[config.mk]
export PLATFORM = sky130hd
export DESIGN_NAME = i2c_bit_level_master_core
export DESIGN_NICKNAME = d
export VERILOG_FILES = /design/src/design/i2cbm_pkg.sv /design/src/design/i2cbm_engine.sv /design/src/design/i2c_bit_level_master_core.sv
export SDC_FILE = /design/constraint.sdc
export NUM_CORES = 1
export LEC_CHECK = 0
export BUFFER_PORTS_ARGS = -buffer_cell sky130_fd_sc_hd__clkbuf_2
export CAP_MARGIN = 20
export CORE_UTILIZATION = 24
export CTS_CLUSTER_DIAMETER = 200
export DETAILED_ROUTE_END_ITERATION = 16
export PLACE_DENSITY = 0.4
export SLEW_MARGIN = 10
export SYNTH_ARGS = -nofsm -noshare
export SYNTH_HDL_FRONTEND = slang
export SYNTH_SLANG_ARGS = --single-unit
export TNS_END_PERCENT = 20
[constraint.sdc]
create_clock -name clock -period 4.3 [get_ports clock]
set_clock_uncertainty 0.05 [all_clocks]
set_input_delay 0.86 -clock clock [delete_from_list [all_inputs] [get_ports clock]]
set_output_delay 0.86 -clock clock [all_outputs]
set_load 0.03 [all_outputs]
[src/design/i2cbm_pkg.sv]
// Shared types and constants for the I2C master bit engine.
`default_nettype none
package i2cbm_pkg;

   // command kinds carried by an input transaction
   localparam logic [2:0] KIND_TICK  = 3'd0;
   localparam logic [2:0] KIND_START = 3'd1;
   localparam logic [2:0] KIND_STOP  = 3'd2;
   localparam logic [2:0] KIND_WRITE = 3'd3;
   localparam logic [2:0] KIND_READ  = 3'd4;

   // configuration register indexes
   localparam logic CSR_HALF_PERIOD   = 1'b0;
   localparam logic CSR_STRETCH_LIMIT = 1'b1;

   localparam logic [15:0] HALF_PERIOD_RESET   = 16'd5;
   localparam logic [15:0] STRETCH_LIMIT_RESET = 16'd10000;

   typedef struct packed {
      logic       scl_pull_low;
      logic       sda_pull_low;
      logic       busy_res;
      logic       done_res;
      logic       ack_seen;
      logic [7:0] rx_byte;
      logic       bus_error;
   } result_type;

endpackage
`default_nettype wire

[src/design/i2cbm_engine.sv]
// Phase sequencer of the I2C master bit engine: one step per accepted tick.
`default_nettype none
module i2cbm_engine (
   input  wire logic                 clock,
   input  wire logic                 reset,
   input  wire logic                 advance,
   input  wire logic [2:0]           kind,
   input  wire logic [7:0]           tx_byte,
   input  wire logic                 send_nack,
   input  wire logic                 scl_in,
   input  wire logic                 sda_in,
   input  wire logic [15:0]          half_period,
   input  wire logic [15:0]          stretch_limit,
   output i2cbm_pkg::result_type     result
);

   localparam logic [4:0] PH_IDLE = 5'd0;
   localparam logic [4:0] PH_S_D1 = 5'd1;
   localparam logic [4:0] PH_S_W  = 5'd2;
   localparam logic [4:0] PH_S_D2 = 5'd3;
   localparam logic [4:0] PH_S_D3 = 5'd4;
   localparam logic [4:0] PH_P_D1 = 5'd5;
   localparam logic [4:0] PH_P_D2 = 5'd6;
   localparam logic [4:0] PH_P_W  = 5'd7;
   localparam logic [4:0] PH_P_D3 = 5'd8;
   localparam logic [4:0] PH_P_D4 = 5'd9;
   localparam logic [4:0] PH_W_D0 = 5'd10;
   localparam logic [4:0] PH_W_DL = 5'd11;
   localparam logic [4:0] PH_W_W  = 5'd12;
   localparam logic [4:0] PH_W_DH = 5'd13;
   localparam logic [4:0] PH_A_DL = 5'd14;
   localparam logic [4:0] PH_A_W  = 5'd15;
   localparam logic [4:0] PH_A_DH = 5'd16;
   localparam logic [4:0] PH_A_DS = 5'd17;
   localparam logic [4:0] PH_R_D0 = 5'd18;
   localparam logic [4:0] PH_R_DL = 5'd19;
   localparam logic [4:0] PH_R_W  = 5'd20;
   localparam logic [4:0] PH_R_DH = 5'd21;
   localparam logic [4:0] PH_K_D1 = 5'd22;
   localparam logic [4:0] PH_K_D2 = 5'd23;
   localparam logic [4:0] PH_K_W  = 5'd24;
   localparam logic [4:0] PH_K_DH = 5'd25;

   // line drive bits, status flag bits
   localparam int DRV_SCL = 0;
   localparam int DRV_SDA = 1;
   localparam int FL_ACK  = 0;
   localparam int FL_ERR  = 1;
   localparam int FL_NACK = 2;

   logic [4:0]  phase_ff,   phase_in;
   logic [3:0]  bit_idx_ff, bit_idx_in;
   logic [7:0]  shift_ff,   shift_in;
   logic [15:0] delay_ff,   delay_in;
   logic [15:0] stretch_ff, stretch_in;
   logic [1:0]  drive_ff,   drive_in;
   logic [2:0]  flags_ff,   flags_in;
   logic [7:0]  rx_hold_ff, rx_hold_in;

   logic [15:0] hp, lim;
   logic [15:0] dly_inc, dly_next, st_inc, st_next;
   logic        dly_over, st_timeout;
   logic [3:0]  bit_dec;
   logic [7:0]  shift_rx;
   logic        done;

   // zero in either register acts as one
   assign hp  = (half_period == 16'd0)   ? 16'd1 : half_period;
   assign lim = (stretch_limit == 16'd0) ? 16'd1 : stretch_limit;

   assign dly_inc    = delay_ff + 16'd1;
   assign dly_over   = dly_inc >= hp;
   assign dly_next   = dly_over ? 16'd0 : dly_inc;
   assign st_inc     = stretch_ff + 16'd1;
   assign st_timeout = !scl_in && (st_inc >= lim);
   assign st_next    = (scl_in || st_timeout) ? 16'd0 : st_inc;
   assign bit_dec    = bit_idx_ff - 4'd1;
   assign shift_rx   = {shift_ff[6:0], sda_in};

   always_comb begin
      phase_in   = phase_ff;
      bit_idx_in = bit_idx_ff;
      shift_in   = shift_ff;
      delay_in   = delay_ff;
      stretch_in = stretch_ff;
      drive_in   = drive_ff;
      flags_in   = flags_ff;
      rx_hold_in = rx_hold_ff;
      done       = 1'b0;

      case (phase_ff)
         PH_IDLE: begin
            if (kind inside {i2cbm_pkg::KIND_START, i2cbm_pkg::KIND_STOP,
                             i2cbm_pkg::KIND_WRITE, i2cbm_pkg::KIND_READ}) begin
               flags_in[FL_ERR]  = 1'b0;
               flags_in[FL_NACK] = 1'b0;
               delay_in   = 16'd0;
               stretch_in = 16'd0;
               case (kind)
                  i2cbm_pkg::KIND_START: begin
                     drive_in[DRV_SDA] = 1'b0;
                     phase_in = PH_S_D1;
                  end
                  i2cbm_pkg::KIND_STOP: begin
                     phase_in = PH_P_D1;
                  end
                  i2cbm_pkg::KIND_WRITE: begin
                     shift_in = tx_byte;
                     flags_in[FL_ACK] = 1'b0;
                     phase_in = PH_W_D0;
                  end
                  default: begin
                     shift_in = 8'd0;
                     flags_in[FL_NACK] = send_nack;
                     phase_in = PH_R_D0;
                  end
               endcase
            end
         end
         // delay phases that end by releasing SCL
         PH_S_D1, PH_P_D2, PH_W_DL, PH_A_DL, PH_R_DL, PH_K_D2: begin
            delay_in = dly_next;
            if (dly_over) begin
               drive_in[DRV_SCL] = 1'b0;
               stretch_in = 16'd0;
               case (phase_ff)
                  PH_S_D1: phase_in = PH_S_W;
                  PH_P_D2: phase_in = PH_P_W;
                  PH_W_DL: phase_in = PH_W_W;
                  PH_A_DL: phase_in = PH_A_W;
                  PH_R_DL: phase_in = PH_R_W;
                  default: phase_in = PH_K_W;
               endcase
            end
         end
         // clock release waits; a timeout falls into the stop sequence
         PH_S_W, PH_W_W, PH_A_W, PH_R_W, PH_K_W: begin
            stretch_in = st_next;
            if (scl_in) begin
               case (phase_ff)
                  PH_S_W:  phase_in = PH_S_D2;
                  PH_W_W:  phase_in = PH_W_DH;
                  PH_A_W:  phase_in = PH_A_DH;
                  PH_R_W:  phase_in = PH_R_DH;
                  default: phase_in = PH_K_DH;
               endcase
            end else if (st_timeout) begin
               flags_in[FL_ERR] = 1'b1;
               phase_in = PH_P_D1;
               delay_in = 16'd0;
            end
         end
         PH_S_D2: begin
            delay_in = dly_next;
            if (dly_over) begin
               drive_in[DRV_SDA] = 1'b1;
               phase_in = PH_S_D3;
            end
         end
         PH_S_D3, PH_P_D4: begin
            delay_in = dly_next;
            done = dly_over;
         end
         PH_P_D1: begin
            delay_in = dly_next;
            if (dly_over) begin
               drive_in[DRV_SDA] = 1'b1;
               phase_in = PH_P_D2;
            end
         end
         PH_P_W: begin
            // inside a stop a timeout only flags and moves on
            stretch_in = st_next;
            if (st_timeout) flags_in[FL_ERR] = 1'b1;
            if (scl_in || st_timeout) phase_in = PH_P_D3;
         end
         PH_P_D3: begin
            delay_in = dly_next;
            if (dly_over) begin
               drive_in[DRV_SDA] = 1'b0;
               phase_in = PH_P_D4;
            end
         end
         PH_W_D0: begin
            delay_in = dly_next;
            if (dly_over) begin
               bit_idx_in = 4'd7;
               drive_in[DRV_SCL] = 1'b1;
               drive_in[DRV_SDA] = ~shift_ff[7];
               phase_in = PH_W_DL;
            end
         end
         PH_W_DH: begin
            delay_in = dly_next;
            if (dly_over) begin
               drive_in[DRV_SCL] = 1'b1;
               if (bit_idx_ff != 4'd0) begin
                  bit_idx_in = bit_dec;
                  drive_in[DRV_SDA] = ~shift_ff[bit_dec[2:0]];
                  phase_in = PH_W_DL;
               end else begin
                  drive_in[DRV_SDA] = 1'b0;
                  phase_in = PH_A_DL;
               end
            end
         end
         PH_A_DH: begin
            delay_in = dly_next;
            if (dly_over) begin
               flags_in[FL_ACK] = ~sda_in;
               phase_in = PH_A_DS;
            end
         end
         PH_A_DS: begin
            delay_in = dly_next;
            if (dly_over) begin
               drive_in[DRV_SCL] = 1'b1;
               done = 1'b1;
            end
         end
         PH_R_D0: begin
            delay_in = dly_next;
            if (dly_over) begin
               bit_idx_in = 4'd8;
               drive_in[DRV_SCL] = 1'b1;
               phase_in = PH_R_DL;
            end
         end
         PH_R_DH: begin
            delay_in = dly_next;
            if (dly_over) begin
               shift_in   = shift_rx;
               bit_idx_in = bit_dec;
               drive_in[DRV_SCL] = 1'b1;
               if (bit_dec == 4'd0) begin
                  rx_hold_in = shift_rx;
                  phase_in = PH_K_D1;
               end else begin
                  phase_in = PH_R_DL;
               end
            end
         end
         PH_K_D1: begin
            delay_in = dly_next;
            if (dly_over) begin
               if (!flags_ff[FL_NACK]) drive_in[DRV_SDA] = 1'b1;
               phase_in = PH_K_D2;
            end
         end
         PH_K_DH: begin
            delay_in = dly_next;
            if (dly_over) begin
               drive_in[DRV_SCL] = 1'b1;
               drive_in[DRV_SDA] = 1'b0;
               done = 1'b1;
            end
         end
         default: begin
            phase_in = PH_IDLE;
         end
      endcase

      if (done) begin
         phase_in   = PH_IDLE;
         delay_in   = 16'd0;
         stretch_in = 16'd0;
      end
   end

   always_ff @(posedge clock) begin
      if (reset) begin
         phase_ff   <= PH_IDLE;
         bit_idx_ff <= 4'd0;
         shift_ff   <= 8'd0;
         delay_ff   <= 16'd0;
         stretch_ff <= 16'd0;
         drive_ff   <= 2'b00;
         flags_ff   <= 3'b000;
         rx_hold_ff <= 8'd0;
      end else if (advance) begin
         phase_ff   <= phase_in;
         bit_idx_ff <= bit_idx_in;
         shift_ff   <= shift_in;
         delay_ff   <= delay_in;
         stretch_ff <= stretch_in;
         drive_ff   <= drive_in;
         flags_ff   <= flags_in;
         rx_hold_ff <= rx_hold_in;
      end
   end

   assign result.scl_pull_low = drive_in[DRV_SCL];
   assign result.sda_pull_low = drive_in[DRV_SDA];
   assign result.busy_res     = (phase_in != PH_IDLE);
   assign result.done_res     = done;
   assign result.ack_seen     = flags_in[FL_ACK];
   assign result.rx_byte      = rx_hold_in;
   assign result.bus_error    = flags_in[FL_ERR];

`ifndef NO_ASSERTIONS
   a_done_to_idle: assert property (@(posedge clock) disable iff (reset)
      (advance && done) |=> (phase_ff == PH_IDLE))
      else $error("done pulse did not return the sequencer to idle");

   a_idle_counters_clear: assert property (@(posedge clock) disable iff (reset)
      (phase_ff == PH_IDLE) |-> (delay_ff == 16'd0 && stretch_ff == 16'd0))
      else $error("delay or stretch counter left running in idle");

   a_bit_index_range: assert property (@(posedge clock) disable iff (reset)
      (bit_idx_ff <= 4'd8))
      else $error("bit index out of range");
`endif

endmodule
`default_nettype wire

[src/design/i2c_bit_level_master_core.sv]
// Top level of the I2C master bit engine: config registers and result register.
//
// Usage:
//  - Request channel (req_*): one transaction per time tick, carrying the
//    sampled SCL/SDA levels and a command kind (tick, start, stop, write
//    byte, read byte). Commands that arrive while a sequence runs are ignored.
//  - Response channel (rsp_*): exactly one transaction per request: the line
//    drive after that tick, busy/done, ACK seen, last received byte, bus error.
//  - CSR port (csr_*): write-only. Index 0 is the half-period in ticks,
//    index 1 the clock stretch limit in ticks; zero acts as one. Write only
//    while no sequence is running.
//  - Latency: a response appears in the cycle after its request is taken.
//    Throughput: one transaction per cycle unless stalled, set by the single
//    registered sequencer step between request and response register.
//  - Stall: while rsp_stall holds a waiting response, req_stall is raised and
//    the sequencer state is frozen; taking the response frees the input in
//    the same cycle.
//  - Reset: both lines released, sequencer idle, flags and received byte
//    cleared, registers back to half-period 5 and stretch limit 10000.
`default_nettype none
module i2c_bit_level_master_core (
   input  wire logic        clock,
   input  wire logic        reset,

   input  wire logic        req_valid,
   output logic             req_stall,
   input  wire logic [2:0]  req_kind,
   input  wire logic [7:0]  req_tx_byte,
   input  wire logic        req_send_nack,
   input  wire logic        req_scl_in,
   input  wire logic        req_sda_in,

   output logic             rsp_valid,
   input  wire logic        rsp_stall,
   output logic             rsp_scl_pull_low,
   output logic             rsp_sda_pull_low,
   output logic             rsp_busy_res,
   output logic             rsp_done_res,
   output logic             rsp_ack_seen,
   output logic [7:0]       rsp_rx_byte,
   output logic             rsp_bus_error,

   input  wire logic        csr_wr_en,
   input  wire logic        csr_index,
   input  wire logic [15:0] csr_wdata
);

   logic [15:0]           half_period_ff;
   logic [15:0]           stretch_limit_ff;
   logic                  rsp_valid_ff;
   i2cbm_pkg::result_type rsp_data_ff;
   i2cbm_pkg::result_type step_result;
   logic                  req_take;

   // input is free when the result register is empty or being drained
   assign req_stall = rsp_valid_ff && rsp_stall;
   assign req_take  = req_valid && !req_stall;

   always_ff @(posedge clock) begin
      if (reset) begin
         half_period_ff   <= i2cbm_pkg::HALF_PERIOD_RESET;
         stretch_limit_ff <= i2cbm_pkg::STRETCH_LIMIT_RESET;
      end else if (csr_wr_en) begin
         case (csr_index)
            i2cbm_pkg::CSR_HALF_PERIOD:   half_period_ff   <= csr_wdata;
            i2cbm_pkg::CSR_STRETCH_LIMIT: stretch_limit_ff <= csr_wdata;
            default: ;
         endcase
      end
   end

   i2cbm_engine u_engine (
      .clock         (clock),
      .reset         (reset),
      .advance       (req_take),
      .kind          (req_kind),
      .tx_byte       (req_tx_byte),
      .send_nack     (req_send_nack),
      .scl_in        (req_scl_in),
      .sda_in        (req_sda_in),
      .half_period   (half_period_ff),
      .stretch_limit (stretch_limit_ff),
      .result        (step_result)
   );

   // response register
   always_ff @(posedge clock) begin
      if (reset) begin
         rsp_valid_ff <= 1'b0;
      end else if (req_take) begin
         rsp_valid_ff <= 1'b1;
      end else if (!rsp_stall) begin
         rsp_valid_ff <= 1'b0;
      end
   end

   always_ff @(posedge clock) begin
      if (req_take) begin
         rsp_data_ff <= step_result;
      end
   end

   assign rsp_valid        = rsp_valid_ff;
   assign rsp_scl_pull_low = rsp_data_ff.scl_pull_low;
   assign rsp_sda_pull_low = rsp_data_ff.sda_pull_low;
   assign rsp_busy_res     = rsp_data_ff.busy_res;
   assign rsp_done_res     = rsp_data_ff.done_res;
   assign rsp_ack_seen     = rsp_data_ff.ack_seen;
   assign rsp_rx_byte      = rsp_data_ff.rx_byte;
   assign rsp_bus_error    = rsp_data_ff.bus_error;

`ifndef NO_ASSERTIONS
   a_take_gives_response: assert property (@(posedge clock) disable iff (reset)
      req_take |=> rsp_valid_ff)
      else $error("accepted request produced no response");
`endif

endmodule
`default_nettype wire

Word-level counts from Yosys, hierarchy flattened
Cells that the tools add are included.
W data, S select, Z words.
- register bits: 109
- logic and storage cells: 179
- output and inout bits: 16
- input bits: 36
- magnitude comparators: 3
- bitwise gates (word level): 4
- eq/ne operators: 41
- add/sub/neg operators: 3
- mux-type cells: 74
- reduce and logical (&&, ||, !) cells: 35
- operator list (operator ; count):
    $mux W16 ; 10
    $pmux W16 S3 ; 2
    $mux W5 ; 15
    $pmux W5 S14 ; 1
    $eq A5 B5 Y1 const B ; 10
    $eq A5 B4 Y1 const B ; 8
    $mux W8 ; 5
    $add A16 B1 Y16 const B ; 2
    $ge A16 B16 Y1 ; 2
    $logic_not A16 Y1 ; 2
    $pmux W8 S2 ; 2
    $pmux W5 S5 ; 1
    $eq A5 B3 Y1 const B ; 4
    $mux W4 ; 5
    $pmux W5 S4 ; 1
    $reduce_bool A4 Y1 ; 5
    $reduce_or A19 Y1 ; 1
    $mux W1 ; 18
    $pmux W4 S4 ; 1
    $pmux W5 S3 ; 1
    $ne A2 B1 Y1 const B ; 7
    $reduce_or A6 Y1 ; 2
    $eq A5 B2 Y1 const B ; 2
    $reduce_and A5 Y1 ; 2
    32 further kinds ; 51

Longest topological paths before layout
Gate-level depths: netlist of run 1.
- depth after elaboration: 9
- gate-level depth with buffers: 20
- gate-level depth less buffers: 16

By module
Synthesis of run 1 repeated with hierarchy kept, for this count alone.
- cell total of the unflattened synthesis: 890
- area, all modules: 7279.5 sq um
- modules (own cells, without submodules) (module ; area each (sq um) ; instances ; cells each ; seq. area each (sq um)):
    i2cbm_engine ; 5470.2 ; 1 ; 743 ; 1241.2
    i2c_bit_level_master_core ; 1809.2 ; 1 ; 147 ; 1081.0

Worst setup path before layout of run 1
Ideal clock, no wire load.
- path type: flip-flop to flip-flop
- start: register u_engine.stretch_ff[0]
- end: register u_engine.delay_ff[3]
- setup time: 0.070 ns
- stages on the path, launching flop included: 18
- slack: 0.258 ns
- path buffers: 1
- data required time: 4.180 ns
- data arrival time: 3.922 ns
- clock period less this slack: 4.042 ns
- path through: dfxtp_1 > nand3_1 > nor3_1 > and3_1 > nand3_1 > nor2_1 > nand3_1 > xnor2_1 > ha_1 > nand4_1 > nor3_1 > and3_2 > a211oi_2 > o21ba_2 > or2_1 > buf_2 > or3b_2 > a21oi_1
- word-level cells in the longest chain between the ends: 5
- RTL lines (element ; line ; text):
    start, declared ; i2cbm_engine.sv:55 ; logic [15:0] stretch_ff, stretch_in;
    start signal, assigned ; i2cbm_engine.sv:285 ; stretch_ff <= stretch_in;
    $add A16 B1 Y16 ; i2cbm_engine.sv:74 ; assign st_inc = stretch_ff + 16'd1;
    $ge A16 B16 Y1 ; i2cbm_engine.sv:75 ; assign st_timeout = !scl_in && (st_inc >= lim);
    $logic_and A1 B1 Y1 ; i2cbm_engine.sv:75 ;
    $ne A3 B1 Y1 (no source line) ; n/a ;
    $reduce_and A5 Y1 (no source line) ; n/a ;
    end signal, assigned ; i2cbm_engine.sv:284 ; delay_ff <= delay_in;
    end, declared ; i2cbm_engine.sv:54 ; logic [15:0] delay_ff, delay_in;
Every way passes these cells.
A chain may end at the register's enable or synchronous reset.

Worst setup path in the final report of run 1
- start: register u_engine.delay_ff[0]
- end: register u_engine.stretch_ff[1]
- word-level cells in the longest chain between the ends: 6
- elaborated cells between the ends (all ways): 9
- those cells by class: 1 x add/sub; 1 x order compare; 2 x eq/ne; 3 x mux; 2 x reduce/logical
- RTL lines (element ; line ; text):
    $add A16 B1 Y16 (*) ; i2cbm_engine.sv:71 ; assign dly_inc = delay_ff + 16'd1;
    $ge A16 B16 Y1 (*) ; i2cbm_engine.sv:72 ; assign dly_over = dly_inc >= hp;
    $mux W1 ; i2cbm_engine.sv:216, i2cbm_engine.sv:252 ;
    $pmux W1 S2 ; i2cbm_engine.sv:91 ; case (phase_ff)
    $ne A3 B1 Y1 (no source line) / $reduce_bool A4 Y1 (equally long branches) ; n/a ;
    $reduce_and A4 Y1 (no source line) ; n/a ;
Mark *: on every way between the ends. The rest lies on a longest branch, timed or not.

==> results of run 1 <==
cell families (layout without fill, tap and decap cells):
| logic type | after synthesis | count (layout) | share of synthesized area (%) |
|---|---|---|---|
| fa+ha+maj | 36 | 36 | 6.530 |
| flops | 109 | 109 | 33.67 |
| compound gates | 235 | 235 | 21.62 |
| mux | 16 | 16 | 2.866 |
| simple gates | 364 | 364 | 25.70 |
| other cells | 0 | 1 | 0 |
| buf+inv | 98 | 141 | 5.677 |
| xor+xnor | 31 | 31 | 3.936 |
layout make-up:
| cell class | count | area (um^2) | share of cell area, % |
|---|---|---|---|
| multi-input cells | 682 | 4223 | 52.91 |
| inverters | 46 | 172.7 | 2.163 |
| clock buffers | 9 | 225.2 | 2.822 |
| diodes | 1 | 2.502 | 0.03135 |
| repair buffers | 79 | 478.0 | 5.988 |
| flip-flops and latches | 109 | 2323 | 29.11 |
| well taps | 378 | 473.0 | 5.926 |
| clock inverters | 7 | 83.83 | 1.050 |
where the power goes:
group | internal [mW] | switching [mW] | total (mW)
clock | 0.424 | 0.479 | 0.903
sequential | 1.07 | 0.0392 | 1.11
combinational | 0.157 | 0.282 | 0.439
what timing repair did:
action / in CTS / in global routing
setup endpoints to repair: 0 / 52
buffers inserted: 0 / 2
gates resized for setup: 0 / 11
through the flow:
| stage | util (%) | std cells | TNS (ns) |
|---|---|---|---|
| after floorplan | - | 889 | 0 |
| final | 28.49 | 1311 | 0 |
| after global routing | 28.49 | 1310 | -0.6216 |
| after CTS | 28.22 | 1307 | 0 |
| after global placement | 27.11 | 1291 | 0 |
| after detailed placement | 27.11 | 1291 | 0 |
worst paths after layout:
check | startpoint | endpoint | slack [ns]
max | u_engine.delay_ff[0] | u_engine.stretch_ff[1] | 0.25
min | u_engine.rx_hold_ff[5] | u_engine.rx_hold_ff[5] | 0.41
max reg2reg | u_engine.delay_ff[0] | u_engine.stretch_ff[1] | 0.25
min reg2reg | u_engine.rx_hold_ff[5] | u_engine.rx_hold_ff[5] | 0.41
state kept, by name, summed over array words and instances (netlist names), 2 cells and up:
name                 flops
half_period_ff          16
stretch_limit_ff        16
u_engine.delay_ff       16
u_engine.stretch_ff     16
rsp_rx_byte              8
u_engine.rx_hold_ff      8
u_engine.shift_ff        8
u_engine.phase_ff        5
u_engine.bit_idx_ff      4
u_engine.flags_ff        3
u_engine.drive_ff        2
layer usage:
layer | track usage, % | up-vias
li1 | - | 3233
met1 | 20.00 | 2932
met2 | 22.27 | 66
met3 | 2.002 | 20
met4 | 5.435 | 0
met5 | 0 | -
worst max-delay path: cells and delay by family, from the launching register on:
family / cells / cell delay [ns]
buf+inv: 1 / 0.22
xor+xnor: 1 / 0.23
fa+ha+maj: 2 / 0.52
compound gates: 4 / 0.86
simple gates: 9 / 1.60
flops: 1 / 0.42
Yosys cell counts (all sizes together), types with 15 or more instances:
cell type	number	share of area, %
inv	45	2.4
o21ai	51	3.7
a21oi	94	6.9
nand3b	20	2.2
nor2	75	4.2
ha	36	6.5
nor3	22	1.6
xor2	19	2.4
nand2	140	7.6
clkbuf	37	2.0
buf	15	1.2
dfxtp	95	28
nand3	28	2.2
==> reports/metrics.csv, run 1 <==
metric;value;unit
pre-CTS worst setup slack;0.1105;ns
Async SR Flop Fraction;0;%
Tmin final;4.055;ns
mapped cell area;6898;um^2
pin count of the biggest net entering global routing;55;
Num CTS Buffers;9;
R2R depth;17;
total die area;29420;um^2
vias in the first global route;5792;
RSZ-0062 raised after global routing;yes;
DRC;0;
area delta synth->final;15.71;%
clock root buffer;clkbuf_16;
fin nets;999;
Final GP Congestion;0.8271;
routed vias/inst;4.768;
most common cell after layout, fill and taps aside;nand2_1;
via count;6251;
period utilisation layout;94.30;%
clock sinks;109;
leading cell types in the layout, fill and taps excluded;nand2_1 (140), dfxtp_1 (94), a21oi_1 (93);
worst hold path class;reg -> reg;
CP cell instances;ha_1 -> and3_2 -> and4_1 -> and3_2 -> and3_4 -> nand3_1 -> xnor2_1 -> ha_1 -> nand2_1 -> nor2_1 -> a22oi_1 -> nand3_2 -> o311ai_0 -> o22a_2 -> buf_4 -> nand3b_1 -> a21oi_1;
Max-slew headroom;50.59;%
First-pass DRT Iterations;4;
# fillers;3072;
Main synth FF type;dfxtp_1;
required time of the critical path;4.48;ns
yosys warns;0;
first-pass GRT wire length;32.50;mm
Pwr Density;306.6;nW/um^2
Ports;52;
Design Power;2.447;mW
max frequency;0.2466;GHz
Routed met2 length;9.135;mm
Slew @ Worst Pin;0.7412;ns
H-tree levels;3;
Net Count, Synth;961;
met3 WL;564;um
Critical Path Sink Type;register;
std cell rows;61;
DIE WIDTH;171.5;um
final hold slack;0.4086;ns
core area;28010;um^2
Routed wire per std cell;15.77;um
Netlist cell types;75;
First DRT Iteration DRCs;351;
antenna violations before repair;1;
hpwl dp;15.01;mm
Critical Path Fanout Max;16;
CTS tree;built;
fin area;7981;um^2
Peak VDD IR;0.0001558;V
clock buffer depth;2;
max-cap viol count;0;
DR top layer;met4;
die height;171.5;um
clock transition at the registers of the reported paths;0.10;ns
hold bufs inserted after CTS;0;
final worst slack;0.2453;ns
Avg Synthesized Cell Area;7.759;um^2
Routed Antenna Nets;0;
total congestion overflow;0;
count of final max-slew check failures;0;
Worst path slowest cell;dfxtp_1;
final setup fails;0;
Setup CP Type;reg -> reg;
crit path DAT;4.24;ns
#FFs+latches synth;109;
placement-stage cell area;7595;um^2
clk_lat worst skew;0.38;ns
Hold Path Stages;2;
share of cells above drive strength 1;14.81;%
slowest stage delay, CP;0.42;ns
total track usage;14.36;%
met1 WL;10.61;mm
Starting Density;24.63;%
Syn Inst Count;889;
number of flops mapped to enable cells by yosys;14;
Startpoint Class;register;
Seq/Total Area, Yosys;33.67;%
port bufs;51;
final wirelength;20.68;mm
status;finished, final reports clean;
Fin. Hold Viols;0;
Leakage Power;3.131;nW
No activity file was read; power rests on OpenSTA's default activity.
==> run 2, diff against run 1 <==
--- a/config.mk
+++ b/config.mk
@@ -11,8 +11,9 @@
 export CTS_CLUSTER_DIAMETER = 200
 export DETAILED_ROUTE_END_ITERATION = 16
-export PLACE_DENSITY = 0.4
+export PLACE_DENSITY = 0.43
 export SLEW_MARGIN = 10
 export SYNTH_ARGS = -nofsm -noshare
 export SYNTH_HDL_FRONTEND = slang
+export SYNTH_HIERARCHICAL = 1
 export SYNTH_SLANG_ARGS = --single-unit
 export TNS_END_PERCENT = 20
==> constraint.sdc (replaced) <==
create_clock -name clock -period 4.3 [get_ports clock]
set_clock_uncertainty 0.05 [all_clocks]
set_input_delay 0.645 -clock clock [delete_from_list [all_inputs] [get_ports clock]]
set_output_delay 0.645 -clock clock [all_outputs]
set_load 0.03 [all_outputs]
==> reports/metrics.csv, run 2 <==
metric;value;unit;change
crit path DAT;4.16;ns;was 4.24 ns
First-pass DRT Iterations;5;;was 4
Netlist cell types;74;;was 75
Routed wire per std cell;15.18;um;was 15.77 um
Num CTS Buffers;9;;unchanged
std cell rows;63;;was 61
clock buffer depth;2;;unchanged
die height;176.2;um;was 171.5 um
mapped cell area;7279;um^2;was 6898 um^2
worst hold path class;reg -> reg;;unchanged
Synth area leaders;dfxtp_1 (26%), ha_1 (6.2%), edfxtp_1 (5.8%);;was dfxtp_1 (28%), nand2_1 (7.6%), a21oi_1 (6.7%)
Max-slew headroom;52.37;%;was 50.59%
RSZ-0062 raised after global routing;no;;was yes
total congestion overflow;0;;unchanged
Synth Area in Adders;6.463;%;was 6.530%
Routed Antenna Nets;0;;unchanged
Ports;52;;unchanged
clock sinks;109;;unchanged
Fin. Hold Viols;0;;unchanged
H-tree levels;3;;unchanged
max frequency;0.2435;GHz;was 0.2466 GHz
vias in the first global route;5874;;was 5792
Pwr Density;281.9;nW/um^2;was 306.6 nW/um^2
placement-stage cell area;7953;um^2;was 7595 um^2
via count;6319;;was 6251
largest family of logic cells by synthesized area;simple AND/OR/NAND/NOR gates;;unchanged
final wirelength;20.09;mm;was 20.68 mm
hold bufs inserted after CTS;0;;unchanged
Async SR Flop Fraction;0;%;unchanged
leading cell types in the layout, fill and taps excluded;nor2_1 (101), dfxtp_1 (89), a21oi_1 (74);;was nand2_1 (140), dfxtp_1 (94), a21oi_1 (93)
first-pass GRT wire length;32.56;mm;was 32.50 mm
Syn Inst Count;890;;was 889
DIE WIDTH;176.2;um;was 171.5 um
n_diodes;0;;was 1
count of final max-slew check failures;0;;unchanged
#FFs+latches synth;109;;unchanged
final hold slack;0.4176;ns;was 0.4086 ns
# fillers;3200;;was 3072
Yosys top cell area share;26.13;%;was 27.57%
area leader, netlist;dfxtp_1;;unchanged
antenna violations before repair;0;;was 1
clock root buffer;clkbuf_16;;unchanged
routed vias/inst;4.776;;was 4.768
Starting Density;24.50;%;was 24.63%
core area;29720;um^2;was 28010 um^2
area delta synth->final;14.49;%;was 15.71%
Avg Synthesized Cell Area;8.179;um^2;was 7.759 um^2
Tmin final;4.106;ns;was 4.055 ns
cell with the most instances after synthesis;nor2_1;;was nand2_1
First DRT Iteration DRCs;403;;was 351
Design Power;2.349;mW;was 2.447 mW
Startpoint Class;register;;unchanged
status;finished, final reports clean;;unchanged
DRC;0;;unchanged
Main synth FF type;dfxtp_1;;unchanged
hpwl dp;14.62;mm;was 15.01 mm
fin nets;1000;;was 999
yosys warns;6;;was 0
Setup CP Type;reg -> reg;;unchanged
Slew @ Worst Pin;0.7129;ns;was 0.7412 ns
setup_tns;0;ns;unchanged
clk_lat worst skew;0.37;ns;was 0.38 ns
Reg2Reg Setup Slack;0.19;ns;was 0.25 ns
post-synthesis mux area share;7.666;%;was 2.866%
share of cells above drive strength 1;16.40;%;was 14.81%
Net Count, Synth;962;;was 961
FF/Latch Area;2335;um^2;was 2323 um^2
Final GP Congestion;0.8607;;was 0.8271
required time of the critical path;4.36;ns;was 4.48 ns
CTS tree;built;;unchanged
most common cell after layout, fill and taps aside;nor2_1;;was nand2_1
max-cap viol count;0;;unchanged
clock transition at the registers of the reported paths;0.09;ns;was 0.10 ns
number of flops mapped to enable cells by yosys;14;;unchanged
pin count of the biggest net entering global routing;73;;was 55
fin area;8334;um^2;was 7981 um^2
period utilisation layout;95.50;%;was 94.30%
Critical Path Fanout Max;6;;was 16
simple-gate share of the synthesized area;26.83;%;was 25.70%
final setup fails;0;;unchanged
Critical Path Sink Type;register;;unchanged
Synth Area in XOR/XNOR;4.091;%;was 3.936%
Peak VDD IR;0.0001739;V;was 0.0001558 V
footprint of the multi-input gates;4593;um^2;was 4223 um^2
Leakage Power;3.406;nW;was 3.131 nW
port bufs;51;;unchanged
total die area;31030;um^2;was 29420 um^2
Seq/Total Area, Yosys;31.90;%;was 33.67%
Synth Area in Compound Gates;17.21;%;was 21.62%
Commonest cells post-synth;nor2_1 (102), dfxtp_1 (95), a21oi_1 (74);;was nand2_1 (140), dfxtp_1 (95), a21oi_1 (93)
total track usage;13.24;%;was 14.36%
run 2: changes by cell type after synthesis, sizes merged, moves of 9 or more:
| cell | before | now |
|---|---|---|
| nor2 | 75 | 104 |
| nand2b | 14 | 50 |
| buf | 15 | 34 |
| a311oi | 9 | 0 |
| and3 | 14 | 26 |
| a21oi | 94 | 75 |
| mux2i | 4 | 40 |
| nand2 | 140 | 55 |
| clkbuf | 37 | 18 |
run 2: cell type report:
class | count | area share [%]
Clock buffer | 11 | 3.033
Clock inverter | 5 | 0.4804
Inverter | 42 | 1.892
Multi-Input combinational cell | 687 | 55.11
Sequential cell | 109 | 28.01
Tap cell | 390 | 5.855
Timing Repair Buffer | 79 | 5.615
run 2: logic make-up (layout without fill, tap and decap cells):
| family | count (synthesis) | count (layout) |
|---|---|---|
| AO/OA/AOI/OAI | 196 | 196 |
| XOR/XNOR | 34 | 34 |
| adder cells (fa/ha/maj) | 38 | 38 |
| buffers and inverters | 94 | 137 |
| flip-flops | 109 | 109 |
| multiplexers | 52 | 52 |
| AND/OR/NAND/NOR | 367 | 367 |
run 2: stage by stage:
stage	instances	utilization, %	setup WS (ns)
global route	1323	28.05	0.01175
finish	1323	28.05	0.1936
CTS	1320	27.75	0.1019
detailed placement	1304	26.76	0.1336
global placement	1304	26.76	0.1714
floorplan	890	-	0.3603
run 2: timing repair:
action	in CTS	in global routing
buffers inserted	0	3
gates resized for setup	0	24
endpoints found under the setup margin	0	47
run 2: final timing paths:
| kind | start | end | cells past startpoint |
|---|---|---|---|
| max | u_engine/stretch_ff[0] | rsp_busy_res | 15 |
| min | u_engine/drive_ff[1] | u_engine/drive_ff[1] | 2 |
| max reg2reg | u_engine/stretch_ff[0] | rsp_busy_res | 15 |
| min reg2reg | u_engine/drive_ff[1] | u_engine/drive_ff[1] | 2 |
run 2: where the power goes:
group / leakage, nW / internal, mW / switching (mW)
Sequential: 0.915 / 1.06 / 0.0357
Clock: 0.147 / 0.434 / 0.422
Combinational: 2.34 / 0.147 / 0.253
Total: 3.41 / 1.64 / 0.711
run 2: worst max-delay path, cell delays in order (launching register included):
cell       delay [ns]
dfxtp_4          0.38
ha_2             0.23
nand2_1          0.09
nor3_2           0.22
and3_4           0.24
and3_2           0.23
nand3_1          0.10
xnor2_1          0.15
ha_1             0.30
nand4_1          0.19
a2111oi_4        0.49
nor3_2           0.08
a221o_1          0.38
a211o_1          0.30
o41ai_2          0.32
nand2_1          0.08
run 2: routing by layer:
metal / share of wire (%) / vias up / global-route usage (%)
li1: - / 3215 / -
met1: 51 / 2976 / 19.31
met2: 44 / 111 / 19.77
met3: 3.3 / 17 / 2.003
met4: 1.3 / 0 / 4.130
met5: 0 / - / 0
